[src/rtl/core/lzss_token_bit_packer_unit_defines.svh]
// Assertion macros shared by the LZSS token bit packer modules.
`ifndef LZSS_TOKEN_BIT_PACKER_UNIT_DEFINES_SVH
`define LZSS_TOKEN_BIT_PACKER_UNIT_DEFINES_SVH

// Same-cycle implication, checked at every rising edge outside reset.
`define LTBP_ASSERT_NOW(label, clk, rst, cond, expect_now) \
  label: assert property (@(posedge clk) disable iff (rst) (cond) |-> (expect_now)) \
    else $error("ltbp: same-cycle check failed");

// Next-cycle implication, checked at every rising edge outside reset.
`define LTBP_ASSERT_NEXT(label, clk, rst, cond, expect_next) \
  label: assert property (@(posedge clk) disable iff (rst) (cond) |=> (expect_next)) \
    else $error("ltbp: next-cycle check failed");

`endif

[src/rtl/core/ltbp_pkg.sv]
// Shared types and constants of the LZSS token bit packer.
package ltbp_pkg;

  localparam logic [1:0] REQ_LITERAL = 2'd0;
  localparam logic [1:0] REQ_MATCH   = 2'd1;
  localparam logic [1:0] REQ_FLUSH   = 2'd2;

  localparam int LEN_BIAS    = 3;
  localparam int OFFSET_BIAS = 1;
  localparam int LIT_BITS    = 9;
  localparam int MATCH_BITS  = 24;
  localparam int S_TDATA_W   = 40;
  localparam int QUEUE_DEPTH = 2;

  // One queue entry: up to three finished bytes, byte 0 goes out first.
  typedef struct packed {
    logic [2:0][7:0] bytes;
    logic [1:0]      nbytes;
  } job_t;

endpackage

[src/rtl/core/lzss_token_bit_packer_unit.sv]
// A token taken by the front is written into the job queue; the back then loads it into
// its output register, and the first byte is driven from there onto the byte stream.
// One output byte per cycle while the receiver is ready and jobs are queued; a literal
// makes one or two bytes, a match three, a flush at most one. The byte stream sets the pace.
// Tokens are taken back to back while the job queue between front and back has room.
// Reset (rst, synchronous, active high) clears the pending bits, the queue and the
// output stage; the first token after reset starts on a byte boundary.
module lzss_token_bit_packer_unit
  import ltbp_pkg::*;
#(
  parameter int QDEPTH = QUEUE_DEPTH
) (
  input  logic                 clk,
  input  logic                 rst,
  // Token stream in.
  input  logic                 s_tvalid,
  output logic                 s_tready,
  // Fields from bit 0: literal_byte[7:0], match_length[16:8], match_offset[32:17],
  // zero padding[39:33].
  input  logic [S_TDATA_W-1:0] s_tdata,
  // Fields from bit 0: req_type[1:0] (literal, match or flush).
  input  logic [1:0]           s_tuser,
  // Byte stream out.
  output logic                 m_tvalid,
  input  logic                 m_tready,
  // Fields from bit 0: out_byte[7:0], first packed bit in bit 7.
  output logic [7:0]           m_tdata,
  // Marks the last byte caused by one token item.
  output logic                 m_tlast
);

  // The front merges each token with the held bits at once, so the held state
  // is always current and the next token can be taken in the next cycle if the
  // queue has room. It hands whole byte jobs (one to three bytes) to the queue.
  logic  q_full;
  logic  q_push;
  job_t  q_push_job;
  logic  q_valid;
  logic  q_pop;
  job_t  q_pop_job;

  ltbp_front u_front (
    .clk          (clk),
    .rst          (rst),
    .in_valid     (s_tvalid),
    .in_ready     (s_tready),
    .req_type     (s_tuser),
    .literal_byte (s_tdata[7:0]),
    .match_length (s_tdata[16:8]),
    .match_offset (s_tdata[32:17]),
    .q_full       (q_full),
    .push         (q_push),
    .push_job     (q_push_job)
  );

  // The queue lets the front keep taking tokens while the back waits on a
  // stalled byte stream.
  ltbp_queue #(
    .DEPTH (QDEPTH)
  ) u_queue (
    .clk      (clk),
    .rst      (rst),
    .push     (q_push),
    .push_job (q_push_job),
    .full     (q_full),
    .pop      (q_pop),
    .valid    (q_valid),
    .pop_job  (q_pop_job)
  );

  // The back drives the byte stream from registers and loads the next job in
  // the same cycle that the last byte of the current one is taken.
  ltbp_back u_back (
    .clk      (clk),
    .rst      (rst),
    .q_valid  (q_valid),
    .q_job    (q_pop_job),
    .pop      (q_pop),
    .m_tvalid (m_tvalid),
    .m_tready (m_tready),
    .m_tdata  (m_tdata),
    .m_tlast  (m_tlast)
  );

endmodule

[src/rtl/core/ltbp_front.sv]
// Front part: accepts tokens, merges them with the pending bits and forms byte jobs.
`include "lzss_token_bit_packer_unit_defines.svh"
module ltbp_front
  import ltbp_pkg::*;
(
  input  logic        clk,
  input  logic        rst,
  input  logic        in_valid,
  output logic        in_ready,
  input  logic [1:0]  req_type,
  input  logic [7:0]  literal_byte,
  input  logic [8:0]  match_length,
  input  logic [15:0] match_offset,
  input  logic        q_full,
  output logic        push,
  output job_t        push_job
);

  // Pending bits are kept left-aligned; bits below the count are zero.
  logic [6:0]  pend_bits;
  logic [2:0]  pend_count;
  logic [6:0]  pend_bits_next;
  logic [2:0]  pend_count_next;

  logic        accept;
  logic [7:0]  len_code;
  logic [14:0] off_code;
  logic [31:0] word_l;
  logic [4:0]  nbits;
  logic [4:0]  total;
  logic [31:0] aligned;
  logic        is_token;

  assign in_ready = !q_full;
  assign accept   = in_valid && !q_full;

  assign len_code = 8'(match_length - 9'(LEN_BIAS));
  assign off_code = 15'(match_offset - 16'(OFFSET_BIAS));

  always_comb begin
    word_l   = '0;
    nbits    = '0;
    is_token = 1'b0;
    case (req_type)
      REQ_LITERAL: begin
        word_l   = {1'b0, literal_byte, 23'd0};
        nbits    = 5'(LIT_BITS);
        is_token = 1'b1;
      end
      REQ_MATCH: begin
        word_l   = {1'b1, len_code, off_code, 8'd0};
        nbits    = 5'(MATCH_BITS);
        is_token = 1'b1;
      end
      default: begin
        word_l   = '0;
        nbits    = '0;
        is_token = 1'b0;
      end
    endcase
  end

  assign total   = {2'b00, pend_count} + nbits;
  assign aligned = {pend_bits, 25'd0} | (word_l >> pend_count);

  always_comb begin
    push            = 1'b0;
    push_job        = '0;
    pend_bits_next  = pend_bits;
    pend_count_next = pend_count;
    if (accept) begin
      if (is_token) begin
        push              = 1'b1;
        push_job.bytes[0] = aligned[31:24];
        push_job.bytes[1] = aligned[23:16];
        push_job.bytes[2] = aligned[15:8];
        push_job.nbytes   = total[4:3];
        pend_count_next   = total[2:0];
        case (total[4:3])
          2'd1:    pend_bits_next = aligned[23:17];
          2'd2:    pend_bits_next = aligned[15:9];
          default: pend_bits_next = aligned[7:1];
        endcase
      end else if (req_type == REQ_FLUSH && pend_count != 3'd0) begin
        push              = 1'b1;
        push_job.bytes[0] = {pend_bits, 1'b0};
        push_job.nbytes   = 2'd1;
        pend_bits_next    = '0;
        pend_count_next   = '0;
      end
    end
  end

  always_ff @(posedge clk) begin
    if (rst) begin
      pend_bits  <= '0;
      pend_count <= '0;
    end else begin
      pend_bits  <= pend_bits_next;
      pend_count <= pend_count_next;
    end
  end

  `LTBP_ASSERT_NOW(a_pend_zero_fill, clk, rst, 1'b1, 7'(pend_bits << pend_count) == 7'd0)

endmodule

[src/rtl/core/ltbp_queue.sv]
// Short queue of byte jobs between the front and the back part.
`include "lzss_token_bit_packer_unit_defines.svh"
module ltbp_queue
  import ltbp_pkg::*;
#(
  parameter int DEPTH = QUEUE_DEPTH
) (
  input  logic clk,
  input  logic rst,
  input  logic push,
  input  job_t push_job,
  output logic full,
  input  logic pop,
  output logic valid,
  output job_t pop_job
);

  localparam int PTR_W = (DEPTH > 1) ? $clog2(DEPTH) : 1;
  localparam int CNT_W = $clog2(DEPTH + 1);

  job_t             slots [DEPTH];
  logic [PTR_W-1:0] wr_ptr;
  logic [PTR_W-1:0] rd_ptr;
  logic [CNT_W-1:0] count;
  logic             do_push;
  logic             do_pop;

  assign full    = (count == CNT_W'(DEPTH));
  assign valid   = (count != '0);
  assign pop_job = slots[rd_ptr];
  assign do_push = push && !full;
  assign do_pop  = pop && valid;

  always_ff @(posedge clk) begin
    if (do_push) begin
      slots[wr_ptr] <= push_job;
    end
  end

  always_ff @(posedge clk) begin
    if (rst) begin
      wr_ptr <= '0;
      rd_ptr <= '0;
      count  <= '0;
    end else begin
      if (do_push) begin
        wr_ptr <= (wr_ptr == PTR_W'(DEPTH - 1)) ? '0 : wr_ptr + 1'b1;
      end
      if (do_pop) begin
        rd_ptr <= (rd_ptr == PTR_W'(DEPTH - 1)) ? '0 : rd_ptr + 1'b1;
      end
      case ({do_push, do_pop})
        2'b10:   count <= count + 1'b1;
        2'b01:   count <= count - 1'b1;
        default: count <= count;
      endcase
    end
  end

  `LTBP_ASSERT_NOW(a_no_overflow, clk, rst, 1'b1, count <= CNT_W'(DEPTH))

endmodule

[src/rtl/core/ltbp_back.sv]
// Back part: sends the bytes of each job one per cycle on the byte stream while it is ready.
`include "lzss_token_bit_packer_unit_defines.svh"
module ltbp_back
  import ltbp_pkg::*;
(
  input  logic       clk,
  input  logic       rst,
  input  logic       q_valid,
  input  job_t       q_job,
  output logic       pop,
  output logic       m_tvalid,
  input  logic       m_tready,
  output logic [7:0] m_tdata,
  output logic       m_tlast
);

  job_t       cur;
  logic [1:0] idx;
  logic       busy;
  logic       done;

  assign m_tvalid = busy;
  assign m_tdata  = cur.bytes[idx];
  assign m_tlast  = busy && (idx == 2'(cur.nbytes - 2'd1));
  assign done     = busy && m_tready && m_tlast;
  assign pop      = q_valid && (!busy || done);

  always_ff @(posedge clk) begin
    if (pop) begin
      cur <= q_job;
    end
  end

  always_ff @(posedge clk) begin
    if (rst) begin
      busy <= 1'b0;
      idx  <= '0;
    end else if (pop) begin
      busy <= 1'b1;
      idx  <= '0;
    end else if (done) begin
      busy <= 1'b0;
      idx  <= '0;
    end else if (busy && m_tready) begin
      idx <= idx + 1'b1;
    end
  end

  `LTBP_ASSERT_NEXT(a_more_bytes, clk, rst, m_tvalid && m_tready && !m_tlast, m_tvalid)

endmodule

[config.mk]
export PLATFORM = sky130hd
export DESIGN_NAME = lzss_token_bit_packer_unit
export DESIGN_NICKNAME = d
export VERILOG_FILES = /design/src/rtl/core/ltbp_pkg.sv /design/src/rtl/core/lzss_token_bit_packer_unit.sv /design/src/rtl/core/ltbp_front.sv /design/src/rtl/core/ltbp_queue.sv /design/src/rtl/core/ltbp_back.sv
export VERILOG_INCLUDE_DIRS = /design/src /design/src/rtl/core
export SDC_FILE = /design/constraint.sdc
export NUM_CORES = 1
export LEC_CHECK = 0
export BUFFER_PORTS_ARGS = -buffer_cell sky130_fd_sc_hd__buf_2
export CAP_MARGIN = 20
export CORE_MARGIN = 2
export CORE_UTILIZATION = 60
export DETAILED_ROUTE_END_ITERATION = 8
export PLACE_DENSITY = 0.79
export SYNTH_ARGS = -nofsm -noshare
export SYNTH_HDL_FRONTEND = slang
export SYNTH_HIERARCHICAL = 1
export SYNTH_SLANG_ARGS = --single-unit
[constraint.sdc]
create_clock -name clk -period 5.18 [get_ports clk]
set_input_delay 0.259 -clock clk [delete_from_list [all_inputs] [get_ports clk]]
set_output_delay 0.259 -clock clk [all_outputs]
set_load 0.1 [all_outputs]
======== Word level (Yosys, flattened, before mapping) ========
Memories as Yosys holds them, arrays and structs flattened. A register that Yosys moved wholly into a read port is not among the register bits.
Cells that the tools add are included.
word-level totals
  RAM bits ................................ 52
  memories ................................ 1
  flip-flop bits (word level) ............. 17
memories
  name           words  width  rd ports  clocked after memory_dff  wr ports  line              RTL
  u_queue.slots  2      26     1         1                         1         ltbp_queue.sv:21  job_t slots [DEPTH];
cells by class
  add/subtract/negate cells ............... 9
  equality and inequality tests ........... 8
  shifts and indexed selects .............. 1
  multiplexer cells ....................... 24
  reductions and logical operators ........ 20
  order comparisons ....................... 1
  bitwise logic cells ..................... 1
operators with widths
  operator                 number
  $pmux W32 S2             1
  $or A32 B32 Y32          1
  $shr A32 B3 Y32          1
  $mux W26                 1
  $mux W10                 2
  $bmux W8 S2              1
  $mux W16                 1
  $sub A15 B1 Y15 const B  1
  $mux W7                  2
  $pmux W7 S2              1
  $mux W1                  10
  $pmux W5 S2              1
  $eq A2 B2 Y1 const B     4
  $logic_and A1 B1 Y1      8
  $mux W8                  1
  $reduce_bool A2 Y1       4
  $sub A8 B2 Y8 const B    1
  $eq A2 B1 Y1 const B     3
  $mux W3                  2
  $add A3 B5 Y5            1
  $add A2 B1 Y2 const B    2
  $pmux W2 S2              1
  $sub A2 B1 Y2 const B    2
  $lt A2 B3 Y1 const B     1
  other kinds (9)          11

======== Longest topological paths before layout ========
  word-level depth ........................ 9
  depth in mapped cells ................... 12

======== Modules after synthesis ========
Netlist, hierarchy kept.
by module, submodules not included
  module      cells an instance  area an instance (um2)  times used  sequential area each (um2)
  ltbp_front  376                2473.6                  1           200.2
  ltbp_queue  107                2095.8                  1           1661.6
  ltbp_back   77                 1146.1                  1           840.8

======== Worst setup path after synthesis ========
OpenSTA, ideal clock, no wires.
  path kind ............................... reg2out
  start ................................... register u_back.idx[1]
  end ..................................... output m_tdata[0]
  arrival time ............................ 2749 ps
  cell stages (with the launch flop) ...... 4
  slack ................................... 2172 ps
  path buffers ............................ 1
  required time ........................... 4921 ps
  cell sequence ........................... dfxtp_1 -> clkbuf_4 -> mux2i_1 -> o21ai_0
on the way
  cells in the longest elaborated chain, start to end .. 2
RTL lines
  what                           line                              RTL
  start: declaration             ltbp_back.sv:18                   logic [1:0] idx;
  start signal: assignment       ltbp_back.sv:45                   idx <= idx + 1'b1;
  $bmux W8 S2                    ltbp_back.sv:23                   assign m_tdata = cur.bytes[idx];
  $mux W8 (implied by the code)  ltbp_back.sv:23
  end: declaration               lzss_token_bit_packer_unit.sv:27  output logic [7:0] m_tdata,
No other way between the ends. The select of a mux whose other input is x is not followed.

======== Final worst setup path ========
  start ................................... register u_queue.count[0]
  end ..................................... memory u_queue/slots[0][5] in the netlist's numbering (enable)
on the way
  cells in the longest elaborated chain, start to end .. 7
RTL lines
  what                           line                              RTL
  start: declaration             ltbp_queue.sv:24                  logic [CNT_W-1:0] count;
  start signal: assignment       ltbp_queue.sv:53                  2'b10: count <= count + 1'b1;
  start signal: assignment       ltbp_queue.sv:54                  2'b01: count <= count - 1'b1;
  start signal: assignment       ltbp_queue.sv:55                  default: count <= count;
  $eq A2 B2 Y1                   ltbp_queue.sv:28                  assign full = (count == CNT_W'(DEPTH));
  via q_full                     lzss_token_bit_packer_unit.sv:35  logic q_full;
  $logic_not A1 Y1               ltbp_front.sv:35                  assign accept = in_valid && !q_full;
  $logic_and A1 B1 Y1            ltbp_front.sv:35
  $mux W1                        ltbp_front.sv:71                  if (accept) begin
  via q_push                     lzss_token_bit_packer_unit.sv:36  logic q_push;
  $logic_and A1 B1 Y1            ltbp_queue.sv:31                  assign do_push = push && !full;
  $mux W1                        ltbp_queue.sv:35                  if (do_push) begin
  $mux W1 (implied by the code)  ltbp_queue.sv:36                  slots[wr_ptr] <= push_job;
  end: declaration               ltbp_queue.sv:21
The timed path passes the listed nets, and every way through them passes these cells.

==> results.ini <==
[final_layout]
synthToLayoutAreaGrowth_pct=8.25
n_antenna_cell=0
final_cells=719
layout.nets=637
fillerInstances=727
drive_gt1_share_pct=18.6
multiInputGateArea_um2=2770
ff_latch_area_um2=2700
final_core_utilization_pct=67.0

[worst_setup_path]
path_delay_family=buffers and inverters
cell_with_the_largest_stage_delay_on_the_worst_path=sky130_fd_sc_hd__inv_1
timing.critical_path.slowest_cell_delay_ns=0.75
critical_path.most_common_cell=sky130_fd_sc_hd__inv_1
setup.worst_path.end_class=flop
critical_path.max_fanout=26
timing.rr.start=u_queue/count[0]
reg2regPathDepth=9
worst_setup_path_start_kind=flop
crit_type=flop to flop
crit_chain=nand2b_2 > inv_2 > or3b_2 > nor2_1 > nor2_1 > inv_1 > inv_1 > or3_1 > inv_1
worst_r2r_endpoint=u_queue/slots[0][5]
worst-endpoint-arrival_ns=3.30
reg2reg_slack_ns=1.84
wp_data_required_ns=5.15
worst-path-buf-inv=4

[placed_design]
dp_cells=703
io_buffers=47
dp.final_hpwl_mm=9.25
globalplace.congestion=0.969

[synthesis]
synth_warnings=6
yosys.cell_types.count=83
post_synth_most_frequent_cells=sky130_fd_sc_hd__edfxtp_1 (78), sky130_fd_sc_hd__nand2_1 (50), sky130_fd_sc_hd__nor2_1 (42), sky130_fd_sc_hd__o21ai_0 (28)
yosys.cell_count.top_type=sky130_fd_sc_hd__edfxtp_1
syn-instance-count=560
synth.cell_area_um2=5720
synth-seq-cells=96
synth_top_area_cell=sky130_fd_sc_hd__edfxtp_1
synth_async_sr_flop_share_pct=0
post_synth_edffs=78
synth-seq-area-share_pct=47.3
post_synth_top_area_share_pct=41.0
syn_avg_cell_area_um2=10.2
synth_top_cells_by_area=sky130_fd_sc_hd__edfxtp_1 (41%), sky130_fd_sc_hd__dfxtp_1 (6.3%), sky130_fd_sc_hd__mux2_2 (3.7%)
synth_ff_type=sky130_fd_sc_hd__edfxtp_1
syn_nets=611

[timing]
timing.setup.tns_ns=0
final_hold_violating_endpoints=0
tightest_slew_ns=1.01
final_min_period_over_clock_period_pct=64.4
grt_setup_unrepaired=no
final.hold.worst_slack_ns=0.142
timing.slew.headroom_pct=32.5
final_max_slew_viol_count=0
post-route-min-period_ns=3.34
fin_worst_skew_ns=0.0147
setup-violations-final=0
max_freq_mhz=300

[power_and_ir_drop]
internal_power_mw=1.48
max-vdd-ir-drop_v=0.000401
power.total_mw=2.53
cellPowerDensity_nw_per_um2=410
power_share_of_the_combinational_group_pct=39.2
p_clk_share_pct=16.3
seqPwrFrac_pct=44.5
power_switching_share_pct=41.7
p_leak_nw=2.13
power.net_switching_mw=1.06

[clock_tree]
root_buffer=sky130_fd_sc_hd__clkbuf_8
worstSkewPairLatency_ns=0.35
post_cts.repair.setup_buffers=0
numCtsBuffers=9
clock_path_buffers=2
clk_pin_slew_ns=0.09
cts_resized=0
postCtsHoldBufs=0
htreeDepth=3
cts_tree=done
clock_sinks=96

[grt]
grt_pass1_wl_mm=20.3
grt_start_max_net_pins=44
number_of_global_route_vias_before_repair=4190
grt.total_usage_pct=25.2
globalRoute.totalOverflow=0
grt_antenna_before_repair=0

[floorplanning]
pin_count=57
floorplan.die.height_um=102
fp.dieArea_um2=10300
placementRows=35
core_um2=9240
chipWidth_um=102
floorplan.initialDensity_pct=61.9

[routing]
totalWireLength_mm=12.7
number_of_vias_after_detailed_routing=4524
drtAntennaViolNets=0
met1Wirelength_mm=5.57
initial_drc_count=343
vias_per_cell=6.29
drc_errors=0
dr.max_layer_used=met4
detail_route.wl_per_cell_um=17.6
routed-wl-met2_mm=6.10
met3_routed_wl_um=732
drt_first_pass_iters=5

[hold_path]
end_point_of_the_worst_hold_path=u_back/m_tvalid
whs_path_depth=2
hold_path.startpoint=m_tready
hold_path.class=input port to flop

[flow_run]
maxCapViolations=0

[status]
run_status=finished, final reports clean

placed cells by master (no fill, tap or decap), types with 6 or more instances in the layout:
| master | instances |
|---|---|
| sky130_fd_sc_hd__a21oi_1 | 26 |
| sky130_fd_sc_hd__a31oi_1 | 8 |
| sky130_fd_sc_hd__buf_2 | 47 |
| sky130_fd_sc_hd__clkbuf_8 | 9 |
| sky130_fd_sc_hd__dfxtp_1 | 18 |
| sky130_fd_sc_hd__edfxtp_1 | 78 |
| sky130_fd_sc_hd__inv_1 | 15 |
| sky130_fd_sc_hd__mux2_1 | 11 |
| sky130_fd_sc_hd__mux2_2 | 19 |
| sky130_fd_sc_hd__mux2i_1 | 21 |
| sky130_fd_sc_hd__nand2_1 | 50 |
| sky130_fd_sc_hd__nand2b_1 | 7 |
| sky130_fd_sc_hd__nand3_1 | 15 |
| sky130_fd_sc_hd__nor2_1 | 42 |
| sky130_fd_sc_hd__nor3_1 | 21 |
| sky130_fd_sc_hd__nor4_1 | 7 |
| sky130_fd_sc_hd__o21ai_0 | 28 |
| sky130_fd_sc_hd__o22ai_1 | 15 |
| sky130_fd_sc_hd__o31ai_1 | 8 |
| sky130_fd_sc_hd__or3_1 | 6 |
| sky130_fd_sc_hd__xnor2_1 | 10 |
worst reg2reg max path: stages, from the launching register on:
cell                       delay (ns)
sky130_fd_sc_hd__dfxtp_1         0.43
sky130_fd_sc_hd__nand2b_2        0.18
sky130_fd_sc_hd__inv_2           0.06
sky130_fd_sc_hd__or3b_2          0.47
sky130_fd_sc_hd__nor2_1          0.10
sky130_fd_sc_hd__nor2_1          0.13
sky130_fd_sc_hd__inv_1           0.36
sky130_fd_sc_hd__inv_1           0.10
sky130_fd_sc_hd__or3_1           0.38
sky130_fd_sc_hd__inv_1           0.75
logic make-up (layout without fill, tap and decap cells):
logic type | count (synthesis) | count (layout) | share of synthesized area, %
adder cells (fa/ha/maj) | 5 | 5 | 1.09
buffers and inverters | 56 | 86 | 4.25
multiplexers | 52 | 52 | 9.98
flip-flops | 96 | 96 | 47.3
AO/OA/AOI/OAI | 149 | 149 | 18.6
XOR/XNOR | 15 | 15 | 2.30
AND/OR/NAND/NOR | 187 | 187 | 16.5
metal layers:
layer,vias up,global-route usage (%)
li1,2188,-
met1,2124,34.1
met2,187,41.3
met3,25,2.76
met4,0,10.5
met5,-,0
stage by stage:
step	worst slack [ns]	instance area [um^2]
floorplan	2.17	5720
global placement	1.92	5970
detailed placement	1.87	6000
CTS	1.85	6160
global route	1.52	6190
finish	1.84	6190
state kept, by name, indices dropped and copies added, names as in the netlist, named ones only:
register,flops
u_queue/slots,52
u_queue/wr_ptr,1
u_queue/count,2
u_front/pend_bits,7
u_back/cur,26
u_back/m_tvalid,1
u_front/pend_count,3
u_queue/rd_ptr,1
u_back/idx,2
power by group through the flow:
stage	logic (mW)	clock network, mW	registers, mW
final	0.995	0.412	1.13
after global routing	1.06	0.446	1.15
after CTS	0.965	0.420	1.15
after detailed placement	0.961	0	1.16
after global placement	0.941	0	1.15
after floorplan	0.799	0	1.14
how the worst max path moves through the flow:
stage | depth (start not counted) | slack (ns) | from | end
global route | 9 | 1.52 | u_queue/count[0] | u_queue/slots[0][5]
floorplan | 3 | 2.17 | u_back/idx[1] | m_tdata[0]
detailed placement | 9 | 1.87 | u_queue/count[0] | u_queue/slots[0][10]
finish | 9 | 1.84 | u_queue/count[0] | u_queue/slots[0][5]
global placement | 9 | 1.92 | u_queue/count[0] | u_queue/slots[0][10]
CTS | 9 | 1.85 | u_queue/count[0] | u_queue/slots[0][5]
area by class of cell:
| class | instances | share of cell area [%] |
|---|---|---|
| clock buffers | 10 | 2.06 |
| clock inverters | 5 | 0.546 |
| inverters | 17 | 1.03 |
| multi-input cells | 408 | 44.8 |
| flip-flops and latches | 96 | 43.7 |
| well taps | 129 | 2.61 |
| repair buffers | 54 | 5.30 |
No activity file was read; power rests on OpenSTA's default activity.
